--- src/sv/qsu_pkg.sv ---
// types, codes and a helper function of the quoted string unescaper
`default_nettype none

package qsu_pkg;

    typedef enum logic [1:0] {
        PH_IDLE,
        PH_BODY,
        PH_ESC,
        PH_HEX
    } phase_t;

    typedef logic [2:0] kind_t;

    localparam kind_t KIND_CHAR     = 3'd0;
    localparam kind_t KIND_DONE     = 3'd1;
    localparam kind_t KIND_NO_QUOTE = 3'd2;
    localparam kind_t KIND_TRUNC    = 3'd3;
    localparam kind_t KIND_BAD_HEX  = 3'd4;

    localparam logic [15:0] CH_SQUOTE = 16'h0027;
    localparam logic [15:0] CH_DQUOTE = 16'h0022;
    localparam logic [15:0] CH_BSLASH = 16'h005C;
    localparam logic [15:0] CH_N      = 16'h006E;
    localparam logic [15:0] CH_B      = 16'h0062;
    localparam logic [15:0] CH_F      = 16'h0066;
    localparam logic [15:0] CH_R      = 16'h0072;
    localparam logic [15:0] CH_T      = 16'h0074;
    localparam logic [15:0] CH_U      = 16'h0075;

    localparam logic [15:0] CC_LF = 16'h000A;
    localparam logic [15:0] CC_BS = 16'h0008;
    localparam logic [15:0] CC_FF = 16'h000C;
    localparam logic [15:0] CC_CR = 16'h000D;
    localparam logic [15:0] CC_HT = 16'h0009;

    localparam logic [1:0] HEX_LAST = 2'd3;

    typedef struct packed {
        logic [15:0] char_code;
        logic        end_of_data;
    } item_t;

    typedef struct packed {
        logic        valid;
        kind_t       kind;
        logic [15:0] out_char;
    } result_t;

    // bit 4 flags a hex digit, bits 3:0 hold its value
    function automatic logic [4:0] hex_digit(input logic [15:0] c);
        logic [15:0] d;
        logic [4:0]  r;
        d = 16'h0000;
        r = 5'b00000;
        if (c >= 16'h0030 && c <= 16'h0039) begin
            d = c - 16'h0030;
            r = {1'b1, d[3:0]};
        end else if (c >= 16'h0061 && c <= 16'h0066) begin
            d = c - 16'h0057;
            r = {1'b1, d[3:0]};
        end else if (c >= 16'h0041 && c <= 16'h0046) begin
            d = c - 16'h0037;
            r = {1'b1, d[3:0]};
        end
        return r;
    endfunction

endpackage

`default_nettype wire

--- src/sv/qsu_in_stage.sv ---
// input register of the unescaper
`default_nettype none

module qsu_in_stage (
    input  wire logic          aclk,
    input  wire logic          aresetn,
    input  wire logic          s_valid,
    output logic               s_ready,
    input  wire qsu_pkg::item_t s_item,
    input  wire logic          take,
    output logic               item_valid,
    output qsu_pkg::item_t     item
);

    logic           valid_reg;
    logic           valid_next;
    qsu_pkg::item_t item_reg;

    // room when empty or when the held item leaves this cycle
    assign s_ready = !valid_reg || take;

    always_comb begin
        valid_next = valid_reg;
        if (s_valid && s_ready) begin
            valid_next = 1'b1;
        end else if (take) begin
            valid_next = 1'b0;
        end
    end

    always_ff @(posedge aclk) begin
        if (!aresetn) begin
            valid_reg <= 1'b0;
        end else begin
            valid_reg <= valid_next;
        end
    end

    always_ff @(posedge aclk) begin
        if (s_valid && s_ready) begin
            item_reg <= s_item;
        end
    end

    assign item_valid = valid_reg;
    assign item       = item_reg;

endmodule

`default_nettype wire

--- src/sv/qsu_decoder.sv ---
// parser state machine: one character per step, at most one result
`default_nettype none

module qsu_decoder (
    input  wire logic            aclk,
    input  wire logic            aresetn,
    input  wire logic            step,
    input  wire qsu_pkg::item_t  item,
    output qsu_pkg::result_t     result
);

    qsu_pkg::phase_t phase_reg, phase_next;
    logic            quote_dbl_reg, quote_dbl_next;
    logic [1:0]      hex_cnt_reg, hex_cnt_next;
    logic [15:0]     hex_val_reg, hex_val_next;

    logic [15:0] c;
    logic        eod;
    logic [15:0] quote;
    logic [4:0]  hex_dig;
    logic [15:0] hex_acc;

    assign c       = item.char_code;
    assign eod     = item.end_of_data;
    assign quote   = quote_dbl_reg ? qsu_pkg::CH_DQUOTE : qsu_pkg::CH_SQUOTE;
    assign hex_dig = qsu_pkg::hex_digit(c);
    assign hex_acc = {hex_val_reg[11:0], hex_dig[3:0]};

    always_ff @(posedge aclk) begin
        if (!aresetn) begin
            phase_reg     <= qsu_pkg::PH_IDLE;
            quote_dbl_reg <= 1'b0;
            hex_cnt_reg   <= 2'd0;
            hex_val_reg   <= 16'h0000;
        end else begin
            phase_reg     <= phase_next;
            quote_dbl_reg <= quote_dbl_next;
            hex_cnt_reg   <= hex_cnt_next;
            hex_val_reg   <= hex_val_next;
        end
    end

    always_comb begin
        phase_next      = phase_reg;
        quote_dbl_next  = quote_dbl_reg;
        hex_cnt_next    = hex_cnt_reg;
        hex_val_next    = hex_val_reg;
        result.valid    = 1'b0;
        result.kind     = qsu_pkg::KIND_CHAR;
        result.out_char = 16'h0000;

        if (step) begin
            unique case (phase_reg)
                qsu_pkg::PH_IDLE: begin
                    if (!eod) begin
                        if (c == qsu_pkg::CH_SQUOTE || c == qsu_pkg::CH_DQUOTE) begin
                            quote_dbl_next = (c == qsu_pkg::CH_DQUOTE);
                            phase_next     = qsu_pkg::PH_BODY;
                        end else begin
                            result.valid = 1'b1;
                            result.kind  = qsu_pkg::KIND_NO_QUOTE;
                        end
                    end
                end
                qsu_pkg::PH_BODY: begin
                    if (eod) begin
                        result.valid = 1'b1;
                        result.kind  = qsu_pkg::KIND_TRUNC;
                    end else if (c == quote) begin
                        result.valid = 1'b1;
                        result.kind  = qsu_pkg::KIND_DONE;
                    end else if (c == qsu_pkg::CH_BSLASH) begin
                        phase_next = qsu_pkg::PH_ESC;
                    end else begin
                        result.valid    = 1'b1;
                        result.out_char = c;
                    end
                end
                qsu_pkg::PH_ESC: begin
                    if (eod) begin
                        result.valid = 1'b1;
                        result.kind  = qsu_pkg::KIND_TRUNC;
                    end else if (c == qsu_pkg::CH_U) begin
                        phase_next   = qsu_pkg::PH_HEX;
                        hex_cnt_next = 2'd0;
                        hex_val_next = 16'h0000;
                    end else begin
                        phase_next   = qsu_pkg::PH_BODY;
                        result.valid = 1'b1;
                        // unknown escapes pass the escaped character through
                        case (c)
                            qsu_pkg::CH_N: result.out_char = qsu_pkg::CC_LF;
                            qsu_pkg::CH_B: result.out_char = qsu_pkg::CC_BS;
                            qsu_pkg::CH_F: result.out_char = qsu_pkg::CC_FF;
                            qsu_pkg::CH_R: result.out_char = qsu_pkg::CC_CR;
                            qsu_pkg::CH_T: result.out_char = qsu_pkg::CC_HT;
                            default:       result.out_char = c;
                        endcase
                    end
                end
                qsu_pkg::PH_HEX: begin
                    if (eod) begin
                        result.valid = 1'b1;
                        result.kind  = qsu_pkg::KIND_TRUNC;
                    end else if (!hex_dig[4]) begin
                        result.valid = 1'b1;
                        result.kind  = qsu_pkg::KIND_BAD_HEX;
                    end else if (hex_cnt_reg == qsu_pkg::HEX_LAST) begin
                        phase_next      = qsu_pkg::PH_BODY;
                        hex_cnt_next    = 2'd0;
                        hex_val_next    = 16'h0000;
                        result.valid    = 1'b1;
                        result.out_char = hex_acc;
                    end else begin
                        hex_val_next = hex_acc;
                        hex_cnt_next = hex_cnt_reg + 2'd1;
                    end
                end
            endcase

            // any terminating result drops back to idle
            if (result.valid && result.kind != qsu_pkg::KIND_CHAR) begin
                phase_next   = qsu_pkg::PH_IDLE;
                hex_cnt_next = 2'd0;
                hex_val_next = 16'h0000;
            end
        end
    end

endmodule

`default_nettype wire

--- src/sv/qsu_out_stage.sv ---
// result register of the unescaper
`default_nettype none

module qsu_out_stage (
    input  wire logic             aclk,
    input  wire logic             aresetn,
    input  wire logic             step,
    input  wire qsu_pkg::result_t result,
    output logic                  free,
    output logic                  m_valid,
    input  wire logic             m_ready,
    output logic [2:0]            m_result_kind,
    output logic [15:0]           m_out_char,
    output logic                  m_is_last
);

    logic        valid_reg, valid_next;
    logic [2:0]  kind_reg;
    logic [15:0] char_reg;
    logic        last_reg;

    assign free = !valid_reg || m_ready;

    always_comb begin
        valid_next = valid_reg;
        if (step) begin
            valid_next = result.valid;
        end else if (m_ready) begin
            valid_next = 1'b0;
        end
    end

    always_ff @(posedge aclk) begin
        if (!aresetn) begin
            valid_reg <= 1'b0;
        end else begin
            valid_reg <= valid_next;
        end
    end

    always_ff @(posedge aclk) begin
        if (step && result.valid) begin
            kind_reg <= result.kind;
            char_reg <= result.out_char;
            last_reg <= (result.kind != qsu_pkg::KIND_CHAR);
        end
    end

    assign m_valid       = valid_reg;
    assign m_result_kind = kind_reg;
    assign m_out_char    = char_reg;
    assign m_is_last     = last_reg;

endmodule

`default_nettype wire

--- src/sv/quoted_string_unescaper_core.sv ---
// Quoted string unescaper, top level.
// Input channel (s_): one UTF-16 code unit per transfer on s_char_code, or
// s_end_of_data high when the text has run out. The first character must be
// a single or double quote; the same quote closes the string.
// Result channel (m_): zero or one result per input transfer. m_result_kind
// is 0 for a decoded character on m_out_char, 1 for string done, 2 for a
// missing opening quote, 3 for truncated text, 4 for a bad hex digit in a
// \u escape; m_is_last marks every kind but 0, after which the parser is idle.
// A result passes two registers: the transfer loads the input register, and
// the decode writes the result register once that register is free.
// Throughput: one input transfer per cycle while the receiver takes results;
// the decode is a state update between the two registers.
// When the receiver stalls, the held result stays put and the input register
// still takes one more item; s_ready then drops until the result is taken.
// Reset (aresetn low, synchronous) empties both registers and returns the
// parser to idle awaiting an opening quote.
`default_nettype none

module quoted_string_unescaper_core (
    input  wire logic        aclk,
    input  wire logic        aresetn,
    input  wire logic        s_valid,
    output logic             s_ready,
    input  wire logic [15:0] s_char_code,
    input  wire logic        s_end_of_data,
    output logic             m_valid,
    input  wire logic        m_ready,
    output logic [2:0]       m_result_kind,
    output logic [15:0]      m_out_char,
    output logic             m_is_last
);

    qsu_pkg::item_t   s_item;
    qsu_pkg::item_t   item;
    qsu_pkg::result_t result;
    logic             item_valid;
    logic             out_free;
    logic             take;

    assign s_item.char_code   = s_char_code;
    assign s_item.end_of_data = s_end_of_data;

    // decode when an item is held and the result register can take its result
    assign take = item_valid && out_free;

    qsu_in_stage u_in (
        .aclk       (aclk),
        .aresetn    (aresetn),
        .s_valid    (s_valid),
        .s_ready    (s_ready),
        .s_item     (s_item),
        .take       (take),
        .item_valid (item_valid),
        .item       (item)
    );

    qsu_decoder u_dec (
        .aclk    (aclk),
        .aresetn (aresetn),
        .step    (take),
        .item    (item),
        .result  (result)
    );

    qsu_out_stage u_out (
        .aclk          (aclk),
        .aresetn       (aresetn),
        .step          (take),
        .result        (result),
        .free          (out_free),
        .m_valid       (m_valid),
        .m_ready       (m_ready),
        .m_result_kind (m_result_kind),
        .m_out_char    (m_out_char),
        .m_is_last     (m_is_last)
    );

endmodule

`default_nettype wire

--- config.mk ---
export PLATFORM = sky130hd
export DESIGN_NAME = quoted_string_unescaper_core
export DESIGN_NICKNAME = d
export VERILOG_FILES = /design/src/sv/qsu_pkg.sv /design/src/sv/qsu_in_stage.sv /design/src/sv/qsu_decoder.sv /design/src/sv/qsu_out_stage.sv /design/src/sv/quoted_string_unescaper_core.sv
export SDC_FILE = /design/constraint.sdc
export NUM_CORES = 1
export LEC_CHECK = 0
export ABC_AREA = 1
export BUFFER_PORTS_ARGS = -buffer_cell sky130_fd_sc_hd__clkbuf_2
export CORE_MARGIN = 2
export CORE_UTILIZATION = 50
export DETAILED_ROUTE_END_ITERATION = 8
export GPL_ROUTABILITY_DRIVEN = 0
export HOLD_SLACK_MARGIN = 0.02
export PLACE_DENSITY_LB_ADDON = 0.15
export SETUP_SLACK_MARGIN = 0.15
export SLEW_MARGIN = 40
export SYNTH_ARGS = -nofsm -noshare
export SYNTH_HDL_FRONTEND = slang
export SYNTH_SLANG_ARGS = --single-unit
--- constraint.sdc ---
create_clock -name aclk -period 6.1 [get_ports aclk]
set_clock_uncertainty 0.2 [all_clocks]
set_input_delay 0.61 -clock aclk [delete_from_list [all_inputs] [get_ports aclk]]
set_output_delay 0.61 -clock aclk [all_outputs]
set_load 0.1 [all_outputs]
Word level (Yosys, flattened, before mapping)
Index checks and enable logic that the tools add are counted.
Word-level totals
  flip-flop bits (word level): 56
  logic and storage cells: 127
  output and inout bits: 22
  input port bits: 21
Cells by class
  multiplexer cells: 60
  equal/unequal tests: 24
  bitwise logic cells: 1
  order comparisons: 6
  reduce and logical (&&, ||, !) cells: 21
  add/sub/neg operators: 4
Operator list (number)
  two-way mux 16 bit: 8
  == test 16 x 7 -> 1 bit, second input constant: 7
  case mux 16 bit (5 select lines): 1
  two-way mux 12 bit: 6
  case mux 16 bit (3 select lines): 1
  two-way mux 2 bit: 18
  == test 16 x 6 -> 1 bit, second input constant: 2
  >= comparator 16 x 7 -> 1 bit, second input constant: 2
  less-or-equal comparator 16 x 7 -> 1 bit, second input constant: 2
  case mux 12 bit (2 select lines): 1
  two-way mux 20 bit: 1
  two-way mux 4 bit: 5
  == test 16 x 6 -> 1 bit: 1
  >= comparator 16 x 6 -> 1 bit, second input constant: 1
  less-or-equal comparator 16 x 6 -> 1 bit, second input constant: 1
  case mux 4 bit (4 select lines): 1
  two-way mux 5 bit: 3
  inequality test 3 x 1 -> 1 bit, second input constant: 5
  inequality test 3 x 2 -> 1 bit, second input constant: 4
  two-way mux 1 bit: 11
  AND reduction 10 bit: 1
  nonzero test 3 bit: 3
  case mux 2 bit (4 select lines): 1
  subtractor 4 x 3 -> 4 bit, second input constant: 2
  15 further kinds: 28

Longest topological paths before layout
  depth in word-level cells: 13
  gate-level depth with buffers: 16
  gate-level depth less buffers: 15

Modules after synthesis
Synthesis repeated with hierarchy kept, for this count alone.
Second synthesis, totals
  cells, all modules: 422
  area total of the unflattened synthesis: 3377.0 um^2
By module, submodules not included
  qsu_decoder: times used 1, seq. area each 340.3 um^2, area each 2140.8 um^2, cells an instance 364
  qsu_out_stage: times used 1, seq. area each 620.6 um^2, area each 666.9 um^2, cells an instance 32
  qsu_in_stage: times used 1, seq. area each 530.5 um^2, area each 561.8 um^2, cells an instance 24
  quoted_string_unescaper_core: times used 1, seq. area each 0.0 um^2, area each 7.5 um^2, cells an instance 2

Worst setup path after synthesis
OpenSTA, ideal clock, no wires.
  path kind: register to register
  start point: register u_out.valid_reg (netlist: u_out.m_valid)
  end point: register u_in.item_reg, in the netlist u_in.item[0] (enable)
  path buffers: 0
  slack: 3.064 ns
  cell stages (with the launch flop): 4
  required time: 5.577 ns
  setup time: 0.323 ns
  arrival time: 2.513 ns
  period minus slack after synthesis: 3.036 ns
  path through: dfxtp_1 -> nand3_1 -> nand2_1 -> inv_1
Between the ends
  longest elaborated chain between the ends: 5
Ends and longest elaborated chain
  start, declared: line qsu_out_stage.sv:17  | logic valid_reg, valid_next;
  start signal, assigned: line qsu_out_stage.sv:37  | valid_reg <= valid_next;
  logical NOT 1 bit: line qsu_out_stage.sv:22  | assign free = !valid_reg || m_ready;
  logical OR 1 bit: line qsu_out_stage.sv:22
  logical AND 1 bit: line quoted_string_unescaper_core.sv:44  | assign take = item_valid && out_free;
  logical OR 1 bit: line qsu_in_stage.sv:20  | assign s_ready = !valid_reg || take;
  net s_ready: line quoted_string_unescaper_core.sv:23  | output logic s_ready,
  logical AND 1 bit: line qsu_in_stage.sv:40  | if (s_valid && s_ready) begin
  end signal, assigned: line qsu_in_stage.sv:41  | item_reg <= s_item;
  end, declared: line qsu_in_stage.sv:17  | qsu_pkg::item_t item_reg;
The timed path passes the listed nets, and every way through them passes these cells.
A chain may end at the register's enable or synchronous reset.

Worst setup path after layout
  start point: register u_in.item_reg, in the netlist u_in.item[2]
  end point: register u_out.last_reg (netlist: u_out.m_is_last) (enable)
Between the ends
  longest elaborated chain between the ends: 11
  elaborated cells on any way between the ends: 31
  classes of those cells: order compare (6); eq/ne (5); mux (15); reduce/logical (5)
Ends and longest elaborated chain
  >= comparator 16 x 7 -> 1 bit or less-or-equal comparator 16 x 7 -> 1 bit (tied branches): line qsu_pkg.sv:62  | end else if (c >= 16'h0041 && c <= 16'h0046) begin
  logical AND 1 bit: line qsu_pkg.sv:62
  two-way mux 5 bit: line qsu_pkg.sv:62
  two-way mux 5 bit: line qsu_pkg.sv:59  | end else if (c >= 16'h0061 && c <= 16'h0066) begin
  two-way mux 5 bit: line qsu_pkg.sv:56  | if (c >= 16'h0030 && c <= 16'h0039) begin
  two-way mux 1 bit: line qsu_decoder.sv:105  | end else if (!hex_dig[4]) begin
  two-way mux 4 bit: line qsu_decoder.sv:102  | if (eod) begin
  case mux 4 bit (4 select lines) (*): line qsu_decoder.sv:53  | unique case (phase_reg)
  two-way mux 4 bit (*): line qsu_decoder.sv:52  | if (step) begin
  two-way mux 20 bit (*): line qsu_decoder.sv:52
  logical AND 1 bit (*): line qsu_out_stage.sv:42  | if (step && result.valid) begin
  end signal, assigned: line qsu_out_stage.sv:45  | last_reg <= (result.kind != qsu_pkg::KIND_CHAR);
  end, declared: line qsu_out_stage.sv:20  | logic last_reg;
Every way passes the cells marked *; elsewhere a longest branch is shown, timed or not. The select of a mux whose other input is x is not followed.

==> results_dict.tcl <==
set metrics [dict create \
    wirelength_um 7270 \
    routedWlPerCell_um 13.5 \
    vias 2814 \
    intPower_uw 546 \
    max_stage_delay_ns 0.58 \
    r2r_cells 11 \
    min_path_type "in -> reg" \
    start_util_pct 51.6 \
    grt_max_degree 28 \
    dr.pass1.iters 5 \
    syn_nets 451 \
    grt-ovfl-total 0 \
    synth-seq-cells 56 \
    cp_top_family "buffers and inverters" \
    avgSynthCellArea_sq_um 7.81 \
    layout-drive-gt1-share_pct 17.2 \
    criticalPathCategory "reg -> reg" \
    rsz0062_at_grt "false" \
    seq_area_sq_um 1490 \
    die_h_um 85.0 \
    cts_tree "done" \
    crit_path_cell_trace "inv_1 > ha_1 > inv_1 > nand3_1 > nand4_1 > nand2_1 > a31oi_1 > o21ai_0 > nand2_1 > nand2_1 > inv_1" \
    netlist_area_sq_um 3280 \
    cp.depth 11 \
    n_antenna_cell 0 \
    setup_viol 0 \
    p_switching_uw 238 \
    routed.top_layer "met4" \
    largest_register_ffs 17 \
    root_buffer "clkbuf_8" \
    drtIter0Drc 154 \
    core-area_sq_um 6350 \
    drv_cap 0 \
    crit_buf_inv 3 \
    clk_latency_ns 0.32 \
    final_cell_mix "nand2_1, inv_1, nor2_1" \
    wl_met3_um 343 \
    synth_ff_type "edfxtp_1" \
    leakagePower_nw 1.71 \
    p_sw_share_pct 30.3 \
    hold_viol_final 0 \
    fmaxAchievable_ghz 0.337 \
    synth_seq_area_share_pct 45.5 \
    synth_cell_types 37 \
    path_clk_slew_ns 0.10 \
    stdcell_count 537 \
    post_cts_resize_count 0 \
    wl_met1_um 3300 \
    layout.nets 490 \
    crit_path_end_kind "flip-flop" \
    yosys_warnings 0 \
    grt_pass1_wl_um 12700 \
    htreeDepth 2 \
    synth-edff-count 37 \
    setup-tns-final_ns 0 \
    cts_setup_buffers 0 \
    p_per_area_nw_per_um2 217 \
    drc 0 \
    antenna_found_initial 0 \
    p_clk_share_pct 26.1 \
    cp-start-kind "flip-flop" \
    grt_pass1_vias 2657 \
    period_share_pct 48.6 \
    peakVddDrop_mv 0.150 \
    clockBufferDepth 2 \
    post-place-cells 529 \
    io_pins 43 \
    dp_hpwl_um 5540 \
    cts.sink_count 56 \
    fillers 587 \
    hold_buffers 0 \
    p_seq_share_pct 56.1 \
    hold_path_depth 1 \
    track_usage_pct 22.0 \
    final_antenna_net_count 0 \
    crit_slowest_cell "inv_1" \
    fp-row-count 29 \
    required_ns 5.84 \
    path_max_fanout 20 \
    tightestPinTransition_ns 0.785 \
    drv_slew 0 \
    cts_buffers 5 \
    fin_crit_ns 2.96 \
    area_delta_synth_final_pct 10.1 \
    wl_met2_um 3460 \
    power.share.combinational_pct 17.8 \
    status "complete, no violations" \
    syn_inst 420 \
    multi_input_area_sq_um 1490 \
    die_area_sq_um 7220 \
    synth-async-reset-ratio_pct 0 \
    final_common_cell "nand2_1" \
    die_x_um 85.0 \
    portBuffers 42 \
    avgViaCountPerCell 5.24 \
    arrival_ns 2.71 \
    timing.slew.headroom_pct 47.6 \
]
[stage by stage]
stage	utilization (%)	cell area, sq um	power [mW]	setup slack, ns	hold WS, ns
after global placement	55.4	3520	0.586	3.28	0.298
after detailed placement	55.4	3520	0.587	3.19	0.299
after CTS	56.8	3610	0.791	3.16	0.252
final	56.8	3610	0.783	3.14	0.260
after global routing	56.8	3610	0.829	2.82	0.239
after floorplan	-	3280	0.557	3.06	0.276
[cell usage after synthesis (4+ instances only)]
| master | number | area [sq um] |
|---|---|---|
| o21ai_0 | 12 | 60.1 |
| nand2_2 | 6 | 37.5 |
| nor3_1 | 6 | 30.0 |
| edfxtp_1 | 37 | 1110 |
| a21oi_1 | 35 | 175 |
| inv_2 | 7 | 26.3 |
| ha_1 | 10 | 125 |
| nand4_1 | 6 | 37.5 |
| nand3_1 | 20 | 100 |
| nor2_1 | 55 | 206 |
| nand2_1 | 110 | 413 |
| dfxtp_1 | 19 | 380 |
| inv_1 | 55 | 206 |
| buf_2 | 4 | 20.0 |
[layer usage]
metal / vias up / GRT usage [%]
li1: 1430 / -
met1: 1273 / 29.5
met5: - / 0
met2: 93 / 35.9
met3: 18 / 3.50
met4: 0 / 8.23
[worst reg2reg max path, delay by kind of cell (launching register included)]
kind | cells | cell delay [ns]
flops | 1 | 0.51
compound gates | 2 | 0.25
fa+ha+maj | 1 | 0.22
buf+inv | 3 | 0.83
simple gates | 5 | 0.59
[path summary, 6_finish.rpt]
kind / from / endpoint / slack (ns)
hold reg to reg: u_out.m_valid / u_out.m_valid / 0.31
setup reg to reg: u_in.item[2] / u_out.m_is_last / 3.14
hold / removal: s_char_code[2] / u_in.item[3] / 0.26
setup / recovery: u_in.item[2] / u_out.m_is_last / 3.14
[power groups by stage]
stage	Combinational, mW	Clock (mW)	Sequential (mW)
after floorplan	0.0957	0	0.461
after global placement	0.138	0	0.447
after detailed placement	0.138	0	0.449
after CTS	0.139	0.212	0.440
after global routing	0.160	0.227	0.442
final	0.139	0.205	0.440
[cell type report]
cell class / instances / share of cell area (%)
Tap cell: 77 / 2.67
Timing Repair Buffer: 42 / 5.83
Multi-Input combinational cell: 291 / 41.2
Clock buffer: 6 / 2.01
Clock inverter: 2 / 0.451
Inverter: 63 / 6.55
Sequential cell: 56 / 41.3
[kinds of logic (layout without fill, tap and decap cells)]
logic type / after synthesis / after routing / share of synthesized area, %
xor+xnor: 3 / 3 / 0.802
compound gates: 59 / 59 / 9.96
simple gates: 219 / 219 / 30.7
fa+ha+maj: 10 / 10 / 3.82
flops: 56 / 56 / 45.5
buf+inv: 73 / 113 / 9.20
Power figures use the tool's default switching activity.
